**src/hdl/ept_pkg.sv**
```systemverilog
`timescale 1ns / 1ps
`default_nettype none

package ept_pkg;

  // Phase codes
  localparam logic [1:0] PH_OBSERVE = 2'd0;
  localparam logic [1:0] PH_CONTROL = 2'd1;
  localparam logic [1:0] PH_STANDBY = 2'd2;

  // Item opcodes
  localparam logic OP_TICK    = 1'b0;
  localparam logic OP_SET_DUR = 1'b1;

  // Result status codes
  localparam logic ST_OK      = 1'b0;
  localparam logic ST_ILLEGAL = 1'b1;

  // Register indexes
  localparam int unsigned REG_ENABLE  = 0;
  localparam int unsigned REG_MAX_STEP = 1;
  localparam int unsigned REG_MIN_DUR = 2;
  localparam int unsigned REG_MAX_DUR = 3;
  localparam int unsigned NUM_REGS    = 4;
  localparam int unsigned ADDR_W      = $clog2(NUM_REGS) + 2;

  // Widths
  localparam int unsigned TIMER_W = 17;
  localparam int unsigned DUR_W   = 14;
  localparam int unsigned MS_W    = 16;
  localparam int unsigned STEP_W  = 32;

  localparam logic [TIMER_W-1:0] TIMER_MAX = '1;

  // Reset values
  localparam logic [MS_W-1:0]  MAX_STEP_RST = 16'd1000;
  localparam logic [MS_W-1:0]  MIN_DUR_RST  = 16'd10;
  localparam logic [MS_W-1:0]  MAX_DUR_RST  = 16'd10000;
  localparam logic [DUR_W-1:0] OBS_DUR_RST  = 14'd100;
  localparam logic [DUR_W-1:0] CTL_DUR_RST  = 14'd800;
  localparam logic [DUR_W-1:0] STB_DUR_RST  = 14'd100;

  typedef struct packed {
    logic            enable;
    logic [MS_W-1:0] max_step_ms;
    logic [MS_W-1:0] min_duration_ms;
    logic [MS_W-1:0] max_duration_ms;
  } cfg_t;

  typedef struct packed {
    logic [DUR_W-1:0] observe;
    logic [DUR_W-1:0] control;
    logic [DUR_W-1:0] standby;
  } dur_set_t;

endpackage

`default_nettype wire

```
**src/hdl/ept_if.sv**
```systemverilog
`timescale 1ns / 1ps
`default_nettype none

// Input item channel
interface ept_in_if;
  logic        valid;
  logic        ready;
  logic        opcode;
  logic [31:0] step_ms;
  logic [15:0] new_observe_ms;
  logic [15:0] new_control_ms;
  logic [15:0] new_standby_ms;

  modport source (output valid, opcode, step_ms, new_observe_ms, new_control_ms,
                  new_standby_ms, input ready);
  modport sink (input valid, opcode, step_ms, new_observe_ms, new_control_ms,
                new_standby_ms, output ready);
endinterface

// Result channel
interface ept_out_if;
  logic        valid;
  logic        ready;
  logic [1:0]  phase;
  logic [16:0] timer_ms;
  logic        status;

  modport source (output valid, phase, timer_ms, status, input ready);
  modport sink (input valid, phase, timer_ms, status, output ready);
endinterface

`default_nettype wire

```
**src/hdl/ept_regs.sv**
```systemverilog
`timescale 1ns / 1ps
`default_nettype none

module ept_regs (
  input  wire logic                       clk,
  input  wire logic                       rst,
  input  wire logic                       psel,
  input  wire logic                       penable,
  input  wire logic                       pwrite,
  input  wire logic [ept_pkg::ADDR_W-1:0] paddr,
  input  wire logic [31:0]                pwdata,
  output logic      [31:0]                prdata,
  output logic                            pready,
  output ept_pkg::cfg_t                   cfg
);
  import ept_pkg::*;

  logic                         wr_en;
  logic [ADDR_W-3:0]            reg_idx;

  assign pready  = 1'b1;
  assign wr_en   = psel && penable && pwrite;
  assign reg_idx = paddr[ADDR_W-1:2];

  // Register writes
  always_ff @(posedge clk) begin
    if (rst) begin
      cfg.enable          <= 1'b0;
      cfg.max_step_ms     <= MAX_STEP_RST;
      cfg.min_duration_ms <= MIN_DUR_RST;
      cfg.max_duration_ms <= MAX_DUR_RST;
    end else if (wr_en) begin
      unique case (reg_idx)
        REG_ENABLE[ADDR_W-3:0]:   cfg.enable          <= pwdata[0];
        REG_MAX_STEP[ADDR_W-3:0]: cfg.max_step_ms     <= pwdata[MS_W-1:0];
        REG_MIN_DUR[ADDR_W-3:0]:  cfg.min_duration_ms <= pwdata[MS_W-1:0];
        REG_MAX_DUR[ADDR_W-3:0]:  cfg.max_duration_ms <= pwdata[MS_W-1:0];
        default: ;
      endcase
    end
  end

  // Read mux
  always_comb begin
    unique case (reg_idx)
      REG_ENABLE[ADDR_W-3:0]:   prdata = {31'd0, cfg.enable};
      REG_MAX_STEP[ADDR_W-3:0]: prdata = {16'd0, cfg.max_step_ms};
      REG_MIN_DUR[ADDR_W-3:0]:  prdata = {16'd0, cfg.min_duration_ms};
      REG_MAX_DUR[ADDR_W-3:0]:  prdata = {16'd0, cfg.max_duration_ms};
      default:                  prdata = 32'd0;
    endcase
  end

endmodule

`default_nettype wire

```
**src/hdl/ept_core.sv**
```systemverilog
`timescale 1ns / 1ps
`default_nettype none

module ept_core (
  input  wire logic     clk,
  input  wire logic     rst,
  input  ept_pkg::cfg_t cfg,
  ept_in_if.sink        item_in,
  ept_out_if.source     result_out
);
  import ept_pkg::*;

  // State
  logic [1:0]         phase_reg;
  logic [TIMER_W-1:0] phase_timer;
  dur_set_t           active_dur;
  dur_set_t           pending_dur;
  logic               pending_flag;

  logic [1:0]         phase_reg_next;
  logic [TIMER_W-1:0] phase_timer_next;
  dur_set_t           active_dur_next;
  dur_set_t           pending_dur_next;
  logic               pending_flag_next;
  logic               status_next;

  logic               accept;
  logic [TIMER_W:0]   sum;
  logic [TIMER_W-1:0] timer_step;
  logic [DUR_W-1:0]   cur_dur;
  logic               ok_obs;
  logic               ok_ctl;
  logic               ok_stb;

  function automatic logic dur_ok(input logic [MS_W-1:0] v, input cfg_t c);
    logic in_range;
    in_range = (v >= c.min_duration_ms) && (v <= c.max_duration_ms);
    return in_range && (v[MS_W-1:DUR_W] == '0);
  endfunction

  // Output register frees the input side whenever it is empty or being drained
  assign item_in.ready = !result_out.valid || result_out.ready;
  assign accept        = item_in.valid && item_in.ready;

  assign ok_obs = dur_ok(item_in.new_observe_ms, cfg);
  assign ok_ctl = dur_ok(item_in.new_control_ms, cfg);
  assign ok_stb = dur_ok(item_in.new_standby_ms, cfg);

  // Timer advance with step limit and saturation
  always_comb begin
    sum = {1'b0, phase_timer} + {{(TIMER_W+1-MS_W){1'b0}}, item_in.step_ms[MS_W-1:0]};
    if (item_in.step_ms > {{(STEP_W-MS_W){1'b0}}, cfg.max_step_ms}) begin
      timer_step = '0;
    end else if (sum[TIMER_W]) begin
      timer_step = TIMER_MAX;
    end else begin
      timer_step = sum[TIMER_W-1:0];
    end
  end

  // Next state for one item
  always_comb begin
    phase_reg_next    = phase_reg;
    phase_timer_next  = phase_timer;
    active_dur_next   = active_dur;
    pending_dur_next  = pending_dur;
    pending_flag_next = pending_flag;
    status_next       = ST_OK;
    cur_dur           = active_dur.control;

    if (item_in.opcode == OP_TICK) begin
      phase_timer_next = timer_step;
      if (!cfg.enable) begin
        phase_reg_next = PH_CONTROL;
        if (timer_step >= {{(TIMER_W-DUR_W){1'b0}}, active_dur.control}) begin
          phase_timer_next = '0;
        end
      end else begin
        // Buffered durations load on a standby tick, before the compare
        if (phase_reg == PH_STANDBY && pending_flag) begin
          active_dur_next   = pending_dur;
          pending_flag_next = 1'b0;
        end
        case (phase_reg)
          PH_OBSERVE: cur_dur = active_dur_next.observe;
          PH_CONTROL: cur_dur = active_dur_next.control;
          default:    cur_dur = active_dur_next.standby;
        endcase
        if (phase_reg != 2'd3 &&
            timer_step >= {{(TIMER_W-DUR_W){1'b0}}, cur_dur}) begin
          phase_timer_next = '0;
          phase_reg_next   = (phase_reg == PH_STANDBY) ? PH_OBSERVE : phase_reg + 2'd1;
        end
      end
    end else begin
      if (ok_obs && ok_ctl && ok_stb) begin
        pending_dur_next.observe = item_in.new_observe_ms[DUR_W-1:0];
        pending_dur_next.control = item_in.new_control_ms[DUR_W-1:0];
        pending_dur_next.standby = item_in.new_standby_ms[DUR_W-1:0];
        pending_flag_next        = 1'b1;
      end else begin
        status_next = ST_ILLEGAL;
      end
    end
  end

  // State and result register
  always_ff @(posedge clk) begin
    if (rst) begin
      phase_reg           <= PH_CONTROL;
      phase_timer         <= '0;
      active_dur          <= '{observe: OBS_DUR_RST, control: CTL_DUR_RST,
                               standby: STB_DUR_RST};
      pending_dur         <= '{observe: OBS_DUR_RST, control: CTL_DUR_RST,
                               standby: STB_DUR_RST};
      pending_flag        <= 1'b0;
      result_out.valid    <= 1'b0;
    end else begin
      if (accept) begin
        phase_reg        <= phase_reg_next;
        phase_timer      <= phase_timer_next;
        active_dur       <= active_dur_next;
        pending_dur      <= pending_dur_next;
        pending_flag     <= pending_flag_next;
        result_out.valid <= 1'b1;
      end else if (result_out.ready) begin
        result_out.valid <= 1'b0;
      end
    end
  end

  // Result payload
  always_ff @(posedge clk) begin
    if (accept) begin
      result_out.phase    <= phase_reg_next;
      result_out.timer_ms <= phase_timer_next;
      result_out.status   <= status_next;
    end
  end

endmodule

`default_nettype wire

```
**src/hdl/exclusive_phase_timer_top.sv**
```systemverilog
`timescale 1ns / 1ps
`default_nettype none

// Three-phase sequencer (observe, control, standby) driven by tick transactions
// that carry elapsed milliseconds; set-duration transactions validate and buffer
// a new duration set that takes effect on the next enabled standby tick. One
// transaction is accepted every clock cycle while the output register is free or
// being drained, and its single result appears in the output register in the
// next cycle; the state update (timer add, saturate, compare, phase advance) is
// combinational. Registers are written over the APB port at byte offsets 0
// (enable), 4 (max_step_ms), 8 (min_duration_ms) and 12 (max_duration_ms) and
// should change only while the block is idle.
module exclusive_phase_timer_top (
  input  wire logic                       clk,
  input  wire logic                       rst,
  ept_in_if.sink                          item_in,
  ept_out_if.source                       result_out,
  input  wire logic                       psel,
  input  wire logic                       penable,
  input  wire logic                       pwrite,
  input  wire logic [ept_pkg::ADDR_W-1:0] paddr,
  input  wire logic [31:0]                pwdata,
  output logic      [31:0]                prdata,
  output logic                            pready
);
  import ept_pkg::*;

  cfg_t cfg;

  ept_regs u_regs (
    .clk     (clk),
    .rst     (rst),
    .psel    (psel),
    .penable (penable),
    .pwrite  (pwrite),
    .paddr   (paddr),
    .pwdata  (pwdata),
    .prdata  (prdata),
    .pready  (pready),
    .cfg     (cfg)
  );

  ept_core u_core (
    .clk        (clk),
    .rst        (rst),
    .cfg        (cfg),
    .item_in    (item_in),
    .result_out (result_out)
  );

  // Every accepted transaction yields a result on the next cycle
  a_result_follows: assert property (@(posedge clk) disable iff (rst)
    (item_in.valid && item_in.ready) |=> result_out.valid)
    else $error("accepted transaction produced no result");

  // Ticks never report an illegal duration
  a_tick_status: assert property (@(posedge clk) disable iff (rst)
    (item_in.valid && item_in.ready && item_in.opcode == OP_TICK)
      |=> (result_out.status == ST_OK))
    else $error("tick reported nonzero status");

  // Disabled ticks force the control phase
  a_disabled_control: assert property (@(posedge clk) disable iff (rst)
    (item_in.valid && item_in.ready && item_in.opcode == OP_TICK && !cfg.enable)
      |=> (result_out.phase == PH_CONTROL))
    else $error("disabled tick left control phase");

  // The phase code stays in range
  a_phase_range: assert property (@(posedge clk) disable iff (rst)
    result_out.valid |-> (result_out.phase != 2'd3))
    else $error("invalid phase code on result");

endmodule

`default_nettype wire

```
**src/flat_wrapper.sv**
```systemverilog
// flat-port wrapper written by rule: the top's interface ports become plain ports
module exclusive_phase_timer_top_flat import ept_pkg::*;
  (clk, rst, psel, penable, pwrite, paddr, pwdata, prdata, pready, item_in_valid, item_in_opcode, item_in_step_ms, item_in_new_observe_ms, item_in_new_control_ms, item_in_new_standby_ms, item_in_ready, result_out_valid, result_out_phase, result_out_timer_ms, result_out_status, result_out_ready);
  ept_in_if item_in_i ();
  ept_out_if result_out_i ();
  input  wire logic clk;
  input  wire logic rst;
  input  wire logic psel;
  input  wire logic penable;
  input  wire logic pwrite;
  input  wire logic [ept_pkg::ADDR_W-1:0] paddr;
  input  wire logic [31:0] pwdata;
  output logic      [31:0] prdata;
  output logic pready;
  input wire logic [$bits(item_in_i.valid)-1:0] item_in_valid;
  input wire logic [$bits(item_in_i.opcode)-1:0] item_in_opcode;
  input wire logic [$bits(item_in_i.step_ms)-1:0] item_in_step_ms;
  input wire logic [$bits(item_in_i.new_observe_ms)-1:0] item_in_new_observe_ms;
  input wire logic [$bits(item_in_i.new_control_ms)-1:0] item_in_new_control_ms;
  input wire logic [$bits(item_in_i.new_standby_ms)-1:0] item_in_new_standby_ms;
  output wire logic [$bits(item_in_i.ready)-1:0] item_in_ready;
  output wire logic [$bits(result_out_i.valid)-1:0] result_out_valid;
  output wire logic [$bits(result_out_i.phase)-1:0] result_out_phase;
  output wire logic [$bits(result_out_i.timer_ms)-1:0] result_out_timer_ms;
  output wire logic [$bits(result_out_i.status)-1:0] result_out_status;
  input wire logic [$bits(result_out_i.ready)-1:0] result_out_ready;
  assign item_in_i.valid = item_in_valid;
  assign item_in_i.opcode = item_in_opcode;
  assign item_in_i.step_ms = item_in_step_ms;
  assign item_in_i.new_observe_ms = item_in_new_observe_ms;
  assign item_in_i.new_control_ms = item_in_new_control_ms;
  assign item_in_i.new_standby_ms = item_in_new_standby_ms;
  assign item_in_ready = item_in_i.ready;
  assign result_out_valid = result_out_i.valid;
  assign result_out_phase = result_out_i.phase;
  assign result_out_timer_ms = result_out_i.timer_ms;
  assign result_out_status = result_out_i.status;
  assign result_out_i.ready = result_out_ready;
  exclusive_phase_timer_top u_core (.clk(clk), .rst(rst), .item_in(item_in_i), .result_out(result_out_i), .psel(psel), .penable(penable), .pwrite(pwrite), .paddr(paddr), .pwdata(pwdata), .prdata(prdata), .pready(pready));
endmodule
```
**config.mk**
```make
export PLATFORM = sky130hd
export DESIGN_NAME = exclusive_phase_timer_top_flat
export DESIGN_NICKNAME = d
export VERILOG_FILES = /design/src/hdl/ept_pkg.sv /design/src/hdl/ept_if.sv /design/src/hdl/ept_regs.sv /design/src/hdl/ept_core.sv /design/src/hdl/exclusive_phase_timer_top.sv /design/src/flat_wrapper.sv
export SDC_FILE = /design/constraint.sdc
export NUM_CORES = 1
export LEC_CHECK = 0
export ABC_AREA = 1
export BUFFER_PORTS_ARGS = -buffer_cell sky130_fd_sc_hd__buf_2
export CAP_MARGIN = 30
export CORE_AREA = 10 10 249 132
export CTS_BUF_LIST = sky130_fd_sc_hd__clkbuf_16
export CTS_CLUSTER_DIAMETER = 40
export DETAILED_ROUTE_END_ITERATION = 10
export DIE_AREA = 0 0 259 142
export GPL_TIMING_DRIVEN = 0
export PLACE_DENSITY = 0.77
export SYNTH_ARGS = -nofsm -noshare
export SYNTH_HDL_FRONTEND = slang
export SYNTH_HIERARCHICAL = 1
export SYNTH_SLANG_ARGS = --single-unit
```
**constraint.sdc**
```tcl
create_clock -name clk -period 3.4 [get_ports clk]
set_input_delay 0.17 -clock clk [delete_from_list [all_inputs] [get_ports clk]]
set_output_delay 0.17 -clock clk [all_outputs]
set_load 0.01 [all_outputs]
```
==> impl_results.md <==
* Vias/cell at 5.47
* Outcome: finished, violations left
* GRT Overall Usage at 25.4%
* Mapped Avg Cell Area at 6.75 um2
* Area leader, netlist: dfxtp_1
* DP HPWL at 38800 um
* Cell Rows at 44
* Post-synthesis compound-gate area fraction at 11.8%
* Crit path kind: register to register
* Antenna Nets Post-Route at 0
* CP Data Arrival Time at 4.21 ns
* Clock Sink Count at 174
* Ratio of cells with drive above 1 in the final layout at 21.8%
* Max reg flops at 49
* Io pins at 179
* Violated checks: negative setup slack
* Main synth FF type: dfxtp_1
* Initial Utilization at 44.6%
* Vias in the first global route at 12800
* Post-synth top area share at 24.2%
* Largest net degree at the start of global routing at 30
* Max-slew violations at 0
* Minimum clock period at 3.81 ns
* Endpoints failing setup at 36
* Synth-to-Final Area Change at 26.2%
* Area contributors post-synth: dfxtp_1 24%, ha_1 15%, nand2_1 14%
* Clock-pin slew on the worst setup and hold paths at 0.08 ns
* Worst-Margin Slew at 0.696 ns
* TritonRoute pass-1 iters at 6
* GR Overflow Total at 0
* Tot Pwr at 0.00534 W
* Design area at 16100 um2
* Top-count cell post-synth: nand2_1
* Largest family of logic cells by synthesized area: simple AND/OR/NAND/NOR gates
* First-pass GRT wire length at 72400 um
* Mapped Area at 12700 um2
* CTS tree: yes
* Hold/Removal Path Class: input pin to register
* Seq/Total Area, Yosys at 28.9%
* Simple-gate share of the synthesized area at 31.8%
* DR WL/cell at 19.2 um
* LEAKAGE at 7.90 nW
* Hold slack at 0.0129 ns
* Top cells by count, synth: 480 x nand2_1, 269 x nor2_1, 223 x inv_1
* Clk Latency, worst-skew pair at 0.47 ns
* Final core occ at 56.3%
* Worst Path Required at 3.81 ns
* Max Clk Rate at 263 MHz
* Max Cap Violations at 0
* Die Span Y at 142 um
* Setup WS post-layout at -0.408 ns
* Core region area at 28600 um2
* Element type at the critical path end: register
* CTS root buf: clkbuf_16
* Synth Area in XOR/XNOR at 0.756%
* Crit path launch: u_core/u_core/phase_timer[14]
* Maximum vdd drop at 0.399 mV
* Final worst-path cycle share at 112%
* Number of distinct library cells after synthesis at 54
* Syn. warnings at 6
* Slew margin rel. at 53.6%
* Synth Register Bits at 174
* P per Cell Area at 332 nW/um2
* Die width at 259 um
* Cells after Synth at 1888
* Starting DRC count in detailed routing at 1815
* EDFF count, synth at 20
* Final Hold Fails at 0
* RSZ-0062 raised after global routing: yes
* Largest stage delay, worst path at 0.39 ns
* Worst Skew at 0.0163 ns
* Worst hold path startpoint: item_in_new_observe_ms[0]
* Max clock buf depth at 2
* DR vias at 13800
* CP max FO at 5
* DRC Markers at 0
* H-tree levels at 4
* DP Area at 14000 um2
* PortBufs at 142
* Initial antenna violation count at 1
* Setup total negative slack at -12.83 ns
* FF-to-FF Start: u_core/u_core/phase_timer[14]
* Mux cell area share after synthesis at 0.501%
* Most flops, register: u_core/u_regs/cfg
* Clock buffer count from CTS at 17
* Final Wtd Congestion at 1.03
* Worst path slowest cell: dfxtp_4
* Net count, final at 2403
* Async SR Flop Fraction at 0%
* Post-synthesis adder-cell area fraction at 15.5%
* DIE AREA at 36800 um2
* Startpoint types: register
* DRT Wirelength at 48500 um
* Largest regs: u_core/u_regs/cfg x49, u_core/u_core/active_dur x42, u_core/u_core/pending_dur x42
[timing repair]
| item | in CTS | in global routing |
|---|---|---|
| pin swaps | 23 | 36 |
| setup buffers | 20 | 11 |
| resized for setup | 137 | 93 |
| hold buffers | 25 | 0 |
| gates cloned | 4 | 0 |
| setup endpoints to repair | 36 | 36 |
| endpoints found under the hold margin | 27 | 0 |
[cells in the final DEF, fill, tap and decap left out, types with 26 or more instances in the layout]
cell type      count
o21ai_0           76
buf_2            156
nand3_1           97
inv_1            211
nand2_2           36
clkbuf_1          28
dlygate4sd3_1     26
nor2_1           264
dfxtp_1          127
buf_4             46
nand2_1          455
a21oi_1          121
ha_1             131
[metal layers]
layer	up-vias	part of all wire (%)	global-route usage (%)
li1	6543	-	-
met1	6442	47	38.3
met2	781	40	35.2
met3	61	12	7.03
met4	0	1.1	4.16
met5	-	0	0
[critical path, delay by kind of cell, from the launching register on]
family,cells,cell delay [ns]
adder cells (fa/ha/maj),2,0.58
flip-flops,1,0.39
AND/OR/NAND/NOR,14,1.25
buffers and inverters,4,0.43
AO/OA/AOI/OAI,5,1.08
[path summary, 6_finish.rpt]
kind / endpoint / slack [ns] / cells after the start
worst max-delay path: u_core/u_core/phase_timer[8] / -0.41 / 25
worst max register to register: u_core/u_core/phase_timer[8] / -0.41 / 25
worst min register to register: u_core/u_core/active_dur[30] / 0.46 / 2
worst min-delay path: u_core/u_core/pending_dur[28] / 0.01 / 3
[final cells by class]
type,instances,area (um2)
flip-flops and latches,174,3730
diodes,1,2.50
clock inverters,15,211
repair buffers,201,1290
plain buffers,85,524
inverters,230,871
fillers,2716,12500
clock buffers,17,425
multi-input cells,1413,8530
well taps,391,489
[cells by family after synthesis]
kind of cell | Yosys count
multiplexers | 6
other | 2
AND/OR/NAND/NOR | 948
flip-flops | 174
XOR/XNOR | 11
AO/OA/AOI/OAI | 274
buffers and inverters | 316
adder cells (fa/ha/maj) | 157
[per-stage QoR]
| step | cells | setup WS [ns] |
|---|---|---|
| after floorplan | 1903 | 0.0647 |
| after global placement | 2436 | -0.773 |
| after detailed placement | 2436 | -0.929 |
| after CTS | 2517 | -0.336 |
| after global routing | 2526 | -0.511 |
| final | 2527 | -0.408 |
[power by group]
part,internal (W),leakage (nW),total (W),switching (W)
Clock,0.00102,0.305,0.00209,0.00107
Sequential,0.00212,1.45,0.00217,0.0000429
Combinational,0.000404,6.14,0.00108,0.000675
No activity file was read; power rests on OpenSTA's default activity.
